## src/hw/rtl/slm_pkg.sv

```systemverilog
// slm_pkg: shared sizes, codes, types and helpers for the sorted list link merge
// no dependencies; imported by slm_seq and sorted_list_link_merge
package slm_pkg;

  localparam int unsigned DEPTH      = 16;
  localparam int unsigned VALUE_BITS = 32;

  localparam int unsigned IDX_W  = (DEPTH > 1) ? $clog2(DEPTH) : 1;
  localparam int unsigned CNT_W  = $clog2(DEPTH + 1);
  localparam int unsigned OIDX_W = 4;

  localparam logic [1:0] KIND_LOAD_A = 2'd0;
  localparam logic [1:0] KIND_LOAD_B = 2'd1;
  localparam logic [1:0] KIND_START  = 2'd2;

  localparam logic LIST_A = 1'b0;
  localparam logic LIST_B = 1'b1;

  typedef enum logic [4:0] {
    ST_IDLE  = 5'b00001,
    ST_FETCH = 5'b00010,
    ST_STEP  = 5'b00100,
    ST_FINAL = 5'b01000,
    ST_FAULT = 5'b10000
  } seq_state_e;

  typedef struct packed {
    logic              link_list;
    logic [OIDX_W-1:0] link_index;
    logic              target_list;
    logic [OIDX_W-1:0] target_index;
    logic              status;
    logic              last;
  } rewrite_t;

  typedef struct packed {
    logic             we_a;
    logic             we_b;
    logic [IDX_W-1:0] waddr_a;
    logic [IDX_W-1:0] waddr_b;
    logic [IDX_W-1:0] raddr_a;
    logic [IDX_W-1:0] raddr_b;
  } ram_ctl_t;

  // low VALUE_BITS of the zero-extended input word
  function automatic logic [VALUE_BITS-1:0] store_val(input logic [31:0] v);
    logic [63:0] w;
    w = {32'd0, v};
    return w[VALUE_BITS-1:0];
  endfunction

  // element index cut or padded to the result index width
  function automatic logic [OIDX_W-1:0] out_idx(input logic [IDX_W-1:0] i);
    logic [IDX_W+OIDX_W-1:0] w;
    w = {{OIDX_W{1'b0}}, i};
    return w[OIDX_W-1:0];
  endfunction

endpackage

```

## src/hw/rtl/slm_ram.sv

```systemverilog
// slm_ram: generic single write, single read ram with registered read data
// no dependencies; used for both list stores
module slm_ram #(
  parameter int unsigned WIDTH = 32,
  parameter int unsigned DEPTH = 16
) (
  input  logic                                   clk_i,
  input  logic                                   we_i,
  input  logic [((DEPTH > 1) ? $clog2(DEPTH) : 1)-1:0] waddr_i,
  input  logic [WIDTH-1:0]                       wdata_i,
  input  logic [((DEPTH > 1) ? $clog2(DEPTH) : 1)-1:0] raddr_i,
  output logic [WIDTH-1:0]                       rdata_o
);

  logic [WIDTH-1:0] mem_q [DEPTH];
  logic [WIDTH-1:0] rdata_q;

  always_ff @(posedge clk_i) begin
    if (we_i) begin
      mem_q[waddr_i] <= wdata_i;
    end
    rdata_q <= mem_q[raddr_i];
  end

  assign rdata_o = rdata_q;

endmodule

```

## src/hw/rtl/slm_seq.sv

```systemverilog
// slm_seq: load counters, merge walk sequencer and the shared signed comparator
// depends on slm_pkg; drives the two list rams and the result register
module slm_seq (
  input  logic                          clk_i,
  input  logic                          rst_ni,
  input  logic                          in_valid_i,
  output logic                          in_stall_o,
  input  logic [1:0]                    kind_i,
  input  logic [slm_pkg::VALUE_BITS-1:0] rdata_a_i,
  input  logic [slm_pkg::VALUE_BITS-1:0] rdata_b_i,
  output slm_pkg::ram_ctl_t             ram_o,
  output logic                          emit_valid_o,
  input  logic                          emit_ready_i,
  output slm_pkg::rewrite_t             rewrite_o
);
  import slm_pkg::*;

  seq_state_e       state_q, state_d;
  logic [CNT_W-1:0] count_a_q, count_a_d, count_b_q, count_b_d;
  logic [CNT_W-1:0] walk_a_q, walk_a_d, walk_b_q, walk_b_d;
  logic             prev_list_q, prev_list_d;
  logic [IDX_W-1:0] prev_index_q, prev_index_d;
  logic             prev_valid_q, prev_valid_d;

  logic             accept;
  logic             take_a;
  logic             done;
  logic [IDX_W-1:0] take_idx;
  logic [CNT_W-1:0] walk_inc;

  assign accept     = in_valid_i && (state_q == ST_IDLE);
  assign in_stall_o = (state_q != ST_IDLE);

  // shared comparator, ties go to list b
  assign take_a   = $signed(rdata_a_i) < $signed(rdata_b_i);
  assign walk_inc = (take_a ? walk_a_q : walk_b_q) + CNT_W'(1);
  assign take_idx = take_a ? walk_a_q[IDX_W-1:0] : walk_b_q[IDX_W-1:0];
  assign done     = take_a ? (walk_inc == count_a_q) : (walk_inc == count_b_q);

  always_comb begin
    ram_o.we_a    = accept && (kind_i == KIND_LOAD_A) && (count_a_q < CNT_W'(DEPTH));
    ram_o.we_b    = accept && (kind_i == KIND_LOAD_B) && (count_b_q < CNT_W'(DEPTH));
    ram_o.waddr_a = count_a_q[IDX_W-1:0];
    ram_o.waddr_b = count_b_q[IDX_W-1:0];
    ram_o.raddr_a = walk_a_q[IDX_W-1:0];
    ram_o.raddr_b = walk_b_q[IDX_W-1:0];
  end

  always_comb begin
    state_d      = state_q;
    count_a_d    = count_a_q;
    count_b_d    = count_b_q;
    walk_a_d     = walk_a_q;
    walk_b_d     = walk_b_q;
    prev_list_d  = prev_list_q;
    prev_index_d = prev_index_q;
    prev_valid_d = prev_valid_q;
    emit_valid_o = 1'b0;
    rewrite_o    = '0;

    unique case (state_q)
      ST_IDLE: begin
        if (accept) begin
          unique case (kind_i)
            KIND_LOAD_A: if (ram_o.we_a) count_a_d = count_a_q + CNT_W'(1);
            KIND_LOAD_B: if (ram_o.we_b) count_b_d = count_b_q + CNT_W'(1);
            KIND_START: begin
              if ((count_a_q == '0) || (count_b_q == '0)) begin
                state_d = ST_FAULT;
              end else begin
                state_d = ST_FETCH;
              end
            end
            default: ;
          endcase
        end
      end
      ST_FETCH: state_d = ST_STEP;
      ST_STEP: begin
        emit_valid_o           = prev_valid_q;
        rewrite_o.link_list    = prev_list_q;
        rewrite_o.link_index   = out_idx(prev_index_q);
        rewrite_o.target_list  = take_a ? LIST_A : LIST_B;
        rewrite_o.target_index = out_idx(take_idx);
        if (!prev_valid_q || emit_ready_i) begin
          if (take_a) begin
            walk_a_d = walk_inc;
          end else begin
            walk_b_d = walk_inc;
          end
          prev_list_d  = take_a ? LIST_A : LIST_B;
          prev_index_d = take_idx;
          prev_valid_d = 1'b1;
          state_d      = done ? ST_FINAL : ST_FETCH;
        end
      end
      ST_FINAL: begin
        emit_valid_o           = 1'b1;
        rewrite_o.link_list    = prev_list_q;
        rewrite_o.link_index   = out_idx(prev_index_q);
        rewrite_o.target_list  = ~prev_list_q;
        rewrite_o.target_index = (prev_list_q == LIST_A) ? out_idx(walk_b_q[IDX_W-1:0])
                                                         : out_idx(walk_a_q[IDX_W-1:0]);
        rewrite_o.last         = 1'b1;
        if (emit_ready_i) begin
          count_a_d    = '0;
          count_b_d    = '0;
          walk_a_d     = '0;
          walk_b_d     = '0;
          prev_list_d  = LIST_A;
          prev_index_d = '0;
          prev_valid_d = 1'b0;
          state_d      = ST_IDLE;
        end
      end
      ST_FAULT: begin
        emit_valid_o     = 1'b1;
        rewrite_o.status = 1'b1;
        rewrite_o.last   = 1'b1;
        if (emit_ready_i) begin
          count_a_d = '0;
          count_b_d = '0;
          state_d   = ST_IDLE;
        end
      end
      default: state_d = ST_IDLE;
    endcase
  end

  always_ff @(posedge clk_i or negedge rst_ni) begin
    if (!rst_ni) begin
      state_q      <= ST_IDLE;
      count_a_q    <= '0;
      count_b_q    <= '0;
      walk_a_q     <= '0;
      walk_b_q     <= '0;
      prev_list_q  <= LIST_A;
      prev_index_q <= '0;
      prev_valid_q <= 1'b0;
    end else begin
      state_q      <= state_d;
      count_a_q    <= count_a_d;
      count_b_q    <= count_b_d;
      walk_a_q     <= walk_a_d;
      walk_b_q     <= walk_b_d;
      prev_list_q  <= prev_list_d;
      prev_index_q <= prev_index_d;
      prev_valid_q <= prev_valid_d;
    end
  end

  // walks never pass the loaded counts
  a_walk_bound: assert property (@(posedge clk_i) disable iff (!rst_ni)
    (walk_a_q <= count_a_q) && (walk_b_q <= count_b_q))
    else $error("walk beyond list count");

  // idle means a clean run state
  a_idle_clean: assert property (@(posedge clk_i) disable iff (!rst_ni)
    (state_q == ST_IDLE) |-> (walk_a_q == '0) && (walk_b_q == '0) && !prev_valid_q)
    else $error("run state not cleared");

  // a stalled rewrite holds the walk
  a_step_hold: assert property (@(posedge clk_i) disable iff (!rst_ni)
    ((state_q == ST_STEP) && emit_valid_o && !emit_ready_i)
      |=> $stable(walk_a_q) && $stable(walk_b_q) && (state_q == ST_STEP))
    else $error("walk moved under stall");

  // only the final or fault beat carries last
  a_last_end: assert property (@(posedge clk_i) disable iff (!rst_ni)
    (emit_valid_o && rewrite_o.last) |-> (state_q == ST_FINAL) || (state_q == ST_FAULT))
    else $error("last outside end of run");

endmodule

```

## src/hw/rtl/sorted_list_link_merge.sv

```systemverilog
// sorted_list_link_merge: loads two ascending lists and merges them by link rewrites
// a load beat writes its list store directly; a start beat with both lists loaded walks
// ST_FETCH (one ram read) and ST_STEP (one shared compare) per element taken, and each
// ST_STEP after the first emits a rewrite; ST_FINAL emits the last beat, and a start beat
// with an empty list goes to ST_FAULT for the error beat; input stalled for the whole merge run
// reset: rst_ni async active low clears counts, walks and result valid; stores keep data
module sorted_list_link_merge (
  input  logic        clk_i,
  input  logic        rst_ni,
  input  logic        in_valid_i,
  output logic        in_stall_o,
  input  logic [1:0]  kind_i,
  input  logic signed [31:0] value_i,
  output logic        out_valid_o,
  input  logic        out_stall_i,
  output logic        link_list_o,
  output logic [3:0]  link_index_o,
  output logic        target_list_o,
  output logic [3:0]  target_index_o,
  output logic        status_o,
  output logic        last_result_o
);
  import slm_pkg::*;

  ram_ctl_t                ram_ctl;
  logic [VALUE_BITS-1:0]   wdata;
  logic [VALUE_BITS-1:0]   rdata_a;
  logic [VALUE_BITS-1:0]   rdata_b;
  logic                    emit_valid;
  logic                    emit_ready;
  rewrite_t                rewrite;

  // result register
  logic                    out_valid_q, out_valid_d;
  rewrite_t                out_q;

  // load beats keep the low value bits
  assign wdata = store_val(value_i);

  // list a store
  slm_ram #(
    .WIDTH(VALUE_BITS),
    .DEPTH(DEPTH)
  ) u_ram_a (
    .clk_i  (clk_i),
    .we_i   (ram_ctl.we_a),
    .waddr_i(ram_ctl.waddr_a),
    .wdata_i(wdata),
    .raddr_i(ram_ctl.raddr_a),
    .rdata_o(rdata_a)
  );

  // list b store
  slm_ram #(
    .WIDTH(VALUE_BITS),
    .DEPTH(DEPTH)
  ) u_ram_b (
    .clk_i  (clk_i),
    .we_i   (ram_ctl.we_b),
    .waddr_i(ram_ctl.waddr_b),
    .wdata_i(wdata),
    .raddr_i(ram_ctl.raddr_b),
    .rdata_o(rdata_b)
  );

  // sequencer with the shared comparator
  slm_seq u_seq (
    .clk_i       (clk_i),
    .rst_ni      (rst_ni),
    .in_valid_i  (in_valid_i),
    .in_stall_o  (in_stall_o),
    .kind_i      (kind_i),
    .rdata_a_i   (rdata_a),
    .rdata_b_i   (rdata_b),
    .ram_o       (ram_ctl),
    .emit_valid_o(emit_valid),
    .emit_ready_i(emit_ready),
    .rewrite_o   (rewrite)
  );

  // slot is free when empty or being drained this cycle
  assign emit_ready = !out_valid_q || !out_stall_i;

  always_comb begin
    out_valid_d = out_valid_q;
    if (emit_valid && emit_ready) begin
      out_valid_d = 1'b1;
    end else if (!out_stall_i) begin
      out_valid_d = 1'b0;
    end
  end

  always_ff @(posedge clk_i or negedge rst_ni) begin
    if (!rst_ni) begin
      out_valid_q <= 1'b0;
    end else begin
      out_valid_q <= out_valid_d;
    end
  end

  // payload register, no reset needed
  always_ff @(posedge clk_i) begin
    if (emit_valid && emit_ready) begin
      out_q <= rewrite;
    end
  end

  assign out_valid_o    = out_valid_q;
  assign link_list_o    = out_q.link_list;
  assign link_index_o   = out_q.link_index;
  assign target_list_o  = out_q.target_list;
  assign target_index_o = out_q.target_index;
  assign status_o       = out_q.status;
  assign last_result_o  = out_q.last;

  // a beat waiting under stall keeps its payload
  a_out_hold: assert property (@(posedge clk_i) disable iff (!rst_ni)
    (out_valid_q && out_stall_i) |=> out_valid_q && $stable(out_q))
    else $error("stalled result changed");

  // no new start while a run is in flight
  a_no_accept_busy: assert property (@(posedge clk_i) disable iff (!rst_ni)
    (emit_valid && !rewrite.last) |-> in_stall_o)
    else $error("input taken during merge");

  // an error beat is always the last of its run
  a_err_last: assert property (@(posedge clk_i) disable iff (!rst_ni)
    (out_valid_q && status_o) |-> last_result_o)
    else $error("error beat without last");

endmodule
```

## config.mk

```make
export PLATFORM = sky130hd
export DESIGN_NAME = sorted_list_link_merge
export DESIGN_NICKNAME = d
export VERILOG_FILES = /design/src/hw/rtl/slm_pkg.sv /design/src/hw/rtl/slm_ram.sv /design/src/hw/rtl/slm_seq.sv /design/src/hw/rtl/sorted_list_link_merge.sv
export SDC_FILE = /design/constraint.sdc
export NUM_CORES = 1
export LEC_CHECK = 0
export BUFFER_PORTS_ARGS = -buffer_cell sky130_fd_sc_hd__buf_2
export CAP_MARGIN = 10
export CORE_ASPECT_RATIO = 0.9
export CORE_MARGIN = 8
export CORE_UTILIZATION = 40
export DETAILED_ROUTE_END_ITERATION = 12
export HOLD_SLACK_MARGIN = 0.05
export PLACE_DENSITY = 0.63
export SLEW_MARGIN = 30
export SYNTH_ARGS = -nofsm -noshare
export SYNTH_HDL_FRONTEND = slang
export SYNTH_SLANG_ARGS = --single-unit
```

## constraint.sdc

```tcl
create_clock -name clk_i -period 5 [get_ports clk_i]
set_input_delay 0.75 -clock clk_i [delete_from_list [all_inputs] [get_ports clk_i]]
set_output_delay 0.75 -clock clk_i [all_outputs]
set_load 0.02 [all_outputs]
```

# Yosys cells after proc, flatten, opt, wreduce, memory -nomap -nowiden
# Memory sizes are Yosys's and may differ from the RTL's. A register that Yosys moved wholly into a read port is not among the register bits.
# Index checks and enable logic that the tools add are counted.
[totals]
reg_bits = 44
ramBits = 1024
inputBits = 38
out_inout_bits = 14
wordCells = 115
mem_count = 2
[mem_list]
columns = ["memory", "words", "width", "rd", "rd_clocked_by_memory_dff", "wr", "line", "rtl"]
rows = [
  ["u_ram_a.mem_q", 16, 32, 1, 1, 1, "slm_ram.sv:15", "logic [WIDTH-1:0] mem_q [DEPTH];"],
  ["u_ram_b.mem_q", 16, 32, 1, 1, 1, "slm_ram.sv:15", ""],
]
[classes]
add_sub_neg = 3
magnitude_cmp = 3
n_eq_ne = 22
n_mux = 45
bitwise = 1
reduce_logical = 24
[op_table]
columns = ["cell", "n"]
rows = [
  ["$mux W5", 17],
  ["$pmux W5 S2", 4],
  ["$lt A32 B32 Y1", 1],
  ["$mux W4", 5],
  ["$pmux W10 S2", 1],
  ["$pmux W5 S4", 1],
  ["$add A5 B1 Y5 const B", 3],
  ["$ne A2 B2 Y1 const B", 7],
  ["$mux W1", 13],
  ["$reduce_and A4 Y1", 3],
  ["$eq A5 B5 Y1", 2],
  ["$logic_not A5 Y1", 2],
  ["$lt A5 B5 Y1 const B", 2],
  ["$ne A2 B1 Y1 const B", 5],
  ["$reduce_and A5 Y1", 2],
  ["$pmux W4 S2", 1],
  ["$logic_and A1 B1 Y1", 6],
  ["$pmux W1 S2", 3],
  ["$eq A5 B1 Y1 const B", 1],
  ["$eq A5 B2 Y1 const B", 1],
  ["$eq A5 B3 Y1 const B", 1],
  ["$eq A5 B4 Y1 const B", 1],
  ["$eq A5 B5 Y1 const B", 1],
  ["$ne A5 B1 Y1 const B", 1],
  ["other kinds (9)", 14],
]

# Logic depth before layout (Yosys ltp)
[logic_depth]
depth_word = 8
depth_mapped = 19
depth_no_buf = 17

# Modules after synthesis
# From an unflattened synthesis, not the netlist that was laid out.
[hier_totals]
cells_unflattened = 2041
hier_area_um2 = 43027.5
[by_module_without_submodules]
columns = ["mod", "n_inst", "cells_each", "area_per_inst_um2", "seq_area_each_um2"]
rows = [
  ["slm_ram at u_ram_b", 1, 838, 19854.0, 16015.4],
  ["slm_ram at u_ram_a", 1, 838, 19835.3, 16015.4],
  ["slm_seq", 1, 349, 2930.3, 777.0],
  ["sorted_list_link_merge", 1, 16, 407.9, 385.4],
]

# Worst setup path after synthesis
# OpenSTA, ideal clock, no wires.
[synth_timing]
path_kind = "register to register"
start = "reg u_seq.state_q[2]"
end = "mem u_ram_b.mem_q[3][0], enable pin"
setup_ns = 0.461
arrival_time_ns = 3.823
required_time_ns = 4.539
setup_slack_ns = 0.716
stages_incl_launch_ff = 8
n_path_buf = 1
synth_period_minus_slack_ns = 4.284
path_cell_list = "dfrtp_1 -> buf_2 -> nor2_1 -> and3_1 -> inv_1 -> nor4_2 -> nand2_1 -> nor3_1"
[synth_between]
elab_chain_len = 6
[synth_rtl]
columns = ["item", "line", "rtl"]
rows = [
  ["start: declaration", "slm_seq.sv:18", "seq_state_e state_q, state_d;"],
  ["start signal: assignment", "slm_seq.sv:141", "state_q <= state_d;"],
  ["$eq A5 B1 Y1", "slm_seq.sv:31", "assign accept = in_valid_i && (state_q == ST_IDLE);"],
  ["$logic_and A1 B1 Y1", "slm_seq.sv:31", ""],
  ["$logic_and A1 B1 Y1 (2 in a row)", "slm_seq.sv:42", "ram_o.we_b = accept && (kind_i == KIND_LOAD_B) && (count_b_q < CNT_W'(DEPTH));"],
  ["$mux W1", "slm_ram.sv:19", "if (we_i) begin"],
  ["$mux W1 (implied by the code)", "slm_ram.sv:20", "mem_q[waddr_i] <= wdata_i;"],
  ["end: declaration", "slm_ram.sv:15", ""],
]
# Every way passes these cells.

# Worst setup path in the final report
[layout_timing]
start = "reg u_ram_b.rdata_q[2], in the netlist u_ram_b.rdata_o[2], read port of u_ram_b.mem_q"
end = "reg u_seq.state_q[1]"
[layout_between]
elab_chain_len = 8
elab_cells_between_ends = 9
classes_between = "add/sub: 1; order compare: 1; eq/ne: 2; mux: 5"
[layout_rtl]
columns = ["item", "line", "rtl"]
rows = [
  ["start: declaration", "slm_ram.sv:16", "logic [WIDTH-1:0] rdata_q;"],
  ["$lt A32 B32 Y1 (*)", "slm_seq.sv:35", "assign take_a = $signed(rdata_a_i) < $signed(rdata_b_i);"],
  ["$mux W5", "slm_seq.sv:36", "assign walk_inc = (take_a ? walk_a_q : walk_b_q) + CNT_W'(1);"],
  ["$add A5 B1 Y5", "slm_seq.sv:36", ""],
  ["$eq A5 B5 Y1", "slm_seq.sv:38", "assign done = take_a ? (walk_inc == count_a_q) : (walk_inc == count_b_q);"],
  ["$mux W1 (*)", "slm_seq.sv:38", ""],
  ["$mux W4 (*)", "slm_seq.sv:94", "state_d = done ? ST_FINAL : ST_FETCH;"],
  ["$mux W5 (*)", "slm_seq.sv:85", "if (!prev_valid_q || emit_ready_i) begin"],
  ["$pmux W5 S4 (*)", "slm_seq.sv:61", "unique case (state_q)"],
]
# Every way passes the cells marked *; elsewhere a longest branch is shown, timed or not. The select of a mux whose other input is x is not followed.
# A chain may end at the register's enable or synchronous reset.

==> results.py <==
metrics = {
    "status": {
        "status": "finished, final reports clean",
    },
    "setup_path": {
        "critical-path-slowest-cell": "a211o_1",
        "critPathRequiredTime_ns": 5.57,
        "setup.worst_path.start_class": "register",
        "worstSetupPathType": "register to register",
        "cp.buffers_inverters": 1,
        "critPathMaxStageDelay_ns": 0.47,
        "crit_path_cell_trace": "inv_1 > ha_1 > a211o_1 > a31oi_1 > o221ai_1 > a211o_1 > a21o_4 > a21oi_4 > mux2_2 > ha_1 > xor2_1 > xnor2_1 > nand3_1 > nor3_1 > mux2i_1 > a32o_1",
        "cpLargestDelayFamily": "compound AO/OA/AOI/OAI gates",
        "critPathCaptureType": "register",
        "worst-endpoint-arrival_ns": 4.96,
        "path_max_fanout": 14,
    },
    "yosys": {
        "synth_area_sq_mm": 0.0430,
        "synthCells": 1866,
        "synth-edff-count": 1036,
        "synth_ff_type": "edfxtp_1",
        "avgSynthCellArea_sq_um": 23.0,
        "yosysUniqueCellTypes": 62,
        "yosys_warnings": 0,
        "ys_async_sr_fraction_pct": 2.83,
        "yosysSeqAreaShare_pct": 77.2,
        "ys_ff_latch": 1132,
        "synth_fp_nets": 1944,
    },
    "sta": {
        "rsz0062_at_grt": "no",
        "drv_slew": 0,
        "hold_viol_final": 0,
        "max-slew-margin-rel_pct": 36.1,
        "fin_crit_sh_pct": 87.8,
        "worstMarginPinSlew_ns": 0.957,
        "fin_setup_tns_ns": 0,
        "setup_viol": 0,
        "final.min_clock_period_ns": 4.39,
        "fmaxAchievable_mhz": 228,
        "fin_skew_ns": 0.0272,
    },
    "global_routing": {
        "grt_usage_pct": 16.1,
        "grt_overflow_total": 0,
        "grt_max_degree": 81,
        "grt_pass1_vias": 20300,
        "grt_pass1_wl_mm": 140,
        "antenna_found_initial": 5,
    },
    "pwr": {
        "total_power_mw": 23.5,
        "ir_drop_mv": 0.353,
        "power.density_mw_per_mm2": 480,
        "p_leak_nw": 15.4,
    },
    "clock_network": {
        "clock_sinks": 1132,
        "cts_tree": "built",
        "clk_latency_ns": 0.68,
        "cts_buffer_depth": 3,
        "postCtsSetupRepairBufs": 0,
        "cts_resized": 0,
        "cts_made_buffers": 109,
        "cts.hold.buffers_added": 0,
        "clk_pin_slew_ns": 0.06,
        "root_buffer": "clkbuf_16",
        "htree_num_levels": 3,
    },
    "min_path": {
        "hold_class": "primary input to asynchronous set/reset pin",
    },
    "drt": {
        "drc": 0,
        "dr.pass1.iters": 7,
        "via_per_inst": 5.60,
        "drt_iter0_drc": 1999,
        "wl_mm": 95.9,
        "vias": 19500,
        "routedWlPerCell_um": 27.5,
        "ant_nets": 0,
    },
    "floorplan": {
        "dieArea_sq_mm": 0.118,
        "fp.coreArea_sq_mm": 0.107,
        "die-width_um": 362,
        "rows": 114,
        "die_y_um": 327,
        "start_util_pct": 40.2,
        "pin_count": 52,
    },
    "place": {
        "io_buffers": 51,
        "gp_congestion": 0.791,
        "dp_hpwl_mm": 52.4,
    },
    "flow_run": {
        "max-cap-violations": 0,
    },
    "finish": {
        "drive_above_1_share_pct": 31.0,
        "areaGrowthSynthToFinish_pct": 13.9,
        "final_nets": 2080,
    },
}
-- cells in the mapped netlist, drive strengths merged, types with 3 or more instances --
cell type / instances / area share, %
nor3: 13 / 0.15
nor4: 3 / 0.073
mux4: 320 / 17
ha: 40 / 1.2
inv: 41 / 0.36
nand2b: 8 / 0.12
edfxtp: 1036 / 72
a211oi: 4 / 0.093
a21oi: 20 / 0.29
nor2: 51 / 0.45
mux2i: 6 / 0.15
dfrtp: 31 / 1.8
xor2: 10 / 0.20
a21o: 7 / 0.14
buf: 29 / 0.35
xnor2: 9 / 0.18
and2: 9 / 0.13
mux2: 3 / 0.079
nand4: 7 / 0.10
or2: 3 / 0.044
clkbuf: 55 / 0.53
nand3: 10 / 0.12
dfxtp: 64 / 3.0
o21ai: 13 / 0.16
a22o: 12 / 0.25
nand2: 32 / 0.28
-- path summary, 6_finish.rpt --
check                                       from                     to  slack (ns)  cells after the start
setup / recovery              u_ram_b.rdata_o[2]       u_seq.state_q[1]        0.61                     16
hold reg to reg            u_seq.prev_index_q[2]  u_seq.prev_index_q[2]        0.48                      2
setup reg to reg              u_ram_b.rdata_o[2]       u_seq.state_q[1]        0.61                     16
max in group asynchronous                 rst_ni      u_seq.walk_a_q[0]        4.26                      1
hold / removal                            rst_ni       u_seq.state_q[4]        0.16                      1
min in group clk_i         u_seq.prev_index_q[2]  u_seq.prev_index_q[2]        0.48                      2
-- power by group --
part | internal [mW] | switching [mW]
clock network | 4.59 | 3.39
registers | 10.8 | 0.416
logic | 2.19 | 2.14
-- routing by layer --
| metal | share of wire [%] | track usage (%) | vias up | routed length, um |
|---|---|---|---|---|
| li1 | - | - | 8117 | - |
| met1 | 43 | 23.1 | 10600 | 41000 |
| met2 | 48 | 25.6 | 739 | 46100 |
| met3 | 7.3 | 3.23 | 125 | 6980 |
| met4 | 1.9 | 3.53 | 0 | 1820 |
| met5 | 0 | 0 | - | 0 |
-- kinds of logic (layout without fill, tap and decap cells) --
logic type	count (synthesis)	after routing	share of synthesized area [%]
muxes	329	329	17.0
buffers and inverters	125	353	1.24
xor gates and xnor gates	19	19	0.387
and+or+nand+nor	144	144	1.61
AOI/OAI and AO/OA	77	77	1.42
other	0	1	0
DFF	1132	1132	77.2
adders and majority gates	40	40	1.16
-- sequential cells by signal, summed over array words and instances (netlist names) --
signal / count
u_seq.walk_b_q: 5
u_seq.count_a_q: 5
u_seq.state_q: 5
status_o: 1
link_list_o: 1
u_seq.walk_a_q: 5
u_seq.count_b_q: 5
link_index_o: 4
last_result_o: 1
target_list_o: 1
u_ram_b.rdata_o: 32
u_seq.prev_valid_q: 1
u_ram_a.rdata_o: 32
out_valid_o: 1
u_ram_a.mem_q: 512
target_index_o: 4
u_ram_b.mem_q: 512
u_seq.prev_index_q: 4
u_seq.prev_list_q: 1
-- final cells by class --
type | count | area [sq um]
antenna | 1 | 2.50
clock buffer | 153 | 3040
clock inverter | 50 | 443
fill | 8751 | 58000
inverter | 41 | 154
multi-input combinational | 609 | 9500
sequential | 1132 | 33200
tap | 1392 | 1740
timing repair buffer | 109 | 892
-- through the flow --
stage | std cells | setup WS, ns | instance area [sq um] | util (%) | hold slack [ns]
5_1_grt | 3486 | 0.332 | 49000 | 45.8 | 0.199
2_1_floorplan | 1866 | 0.716 | 43000 | - | 0.442
4_1_cts | 3485 | 0.604 | 49000 | 45.8 | 0.132
3_5_place_dp | 3282 | 0.624 | 45500 | 42.5 | 0.471
6_report | 3487 | 0.608 | 49000 | 45.8 | 0.163
3_3_place_gp | 3279 | 0.644 | 45400 | 42.4 | 0.479
-- placed cells by master, fill, tap and decap left out, types with 3 or more instances in the layout --
cell       Yosys  routed
a21o_1         5       5
inv_6          0       3
ha_1          40      40
nand2b_1       8       8
edfxtp_1    1036    1036
dfxtp_1       64      64
mux2_2         3       3
and2_1         9       9
nand4_1        7       7
mux4_2       320     320
nor3_2         0       8
inv_1         41      41
nand2_1       32      32
bufinv_16      0       7
nor2_4         0      24
nor2_1        51      26
buf_16         0       3
o21ai_0       10      10
buf_12         1      11
clkbuf_1      53      32
buf_2          4      51
dfrtp_1       31      23
clkinv_2       0      21
nand3_1       10      10
clkbuf_8       2      10
mux2i_1        5       5
buf_4          0      43
clkinv_1       0      16
a22o_1        11      11
nor3_1        13       5
xnor2_1        9       9
a21oi_1       17      17
xor2_1        10      10
or2_2          3       3
clkbuf_16      0     111
dfrtp_4        0       6
Power figures use the tool's default switching activity.
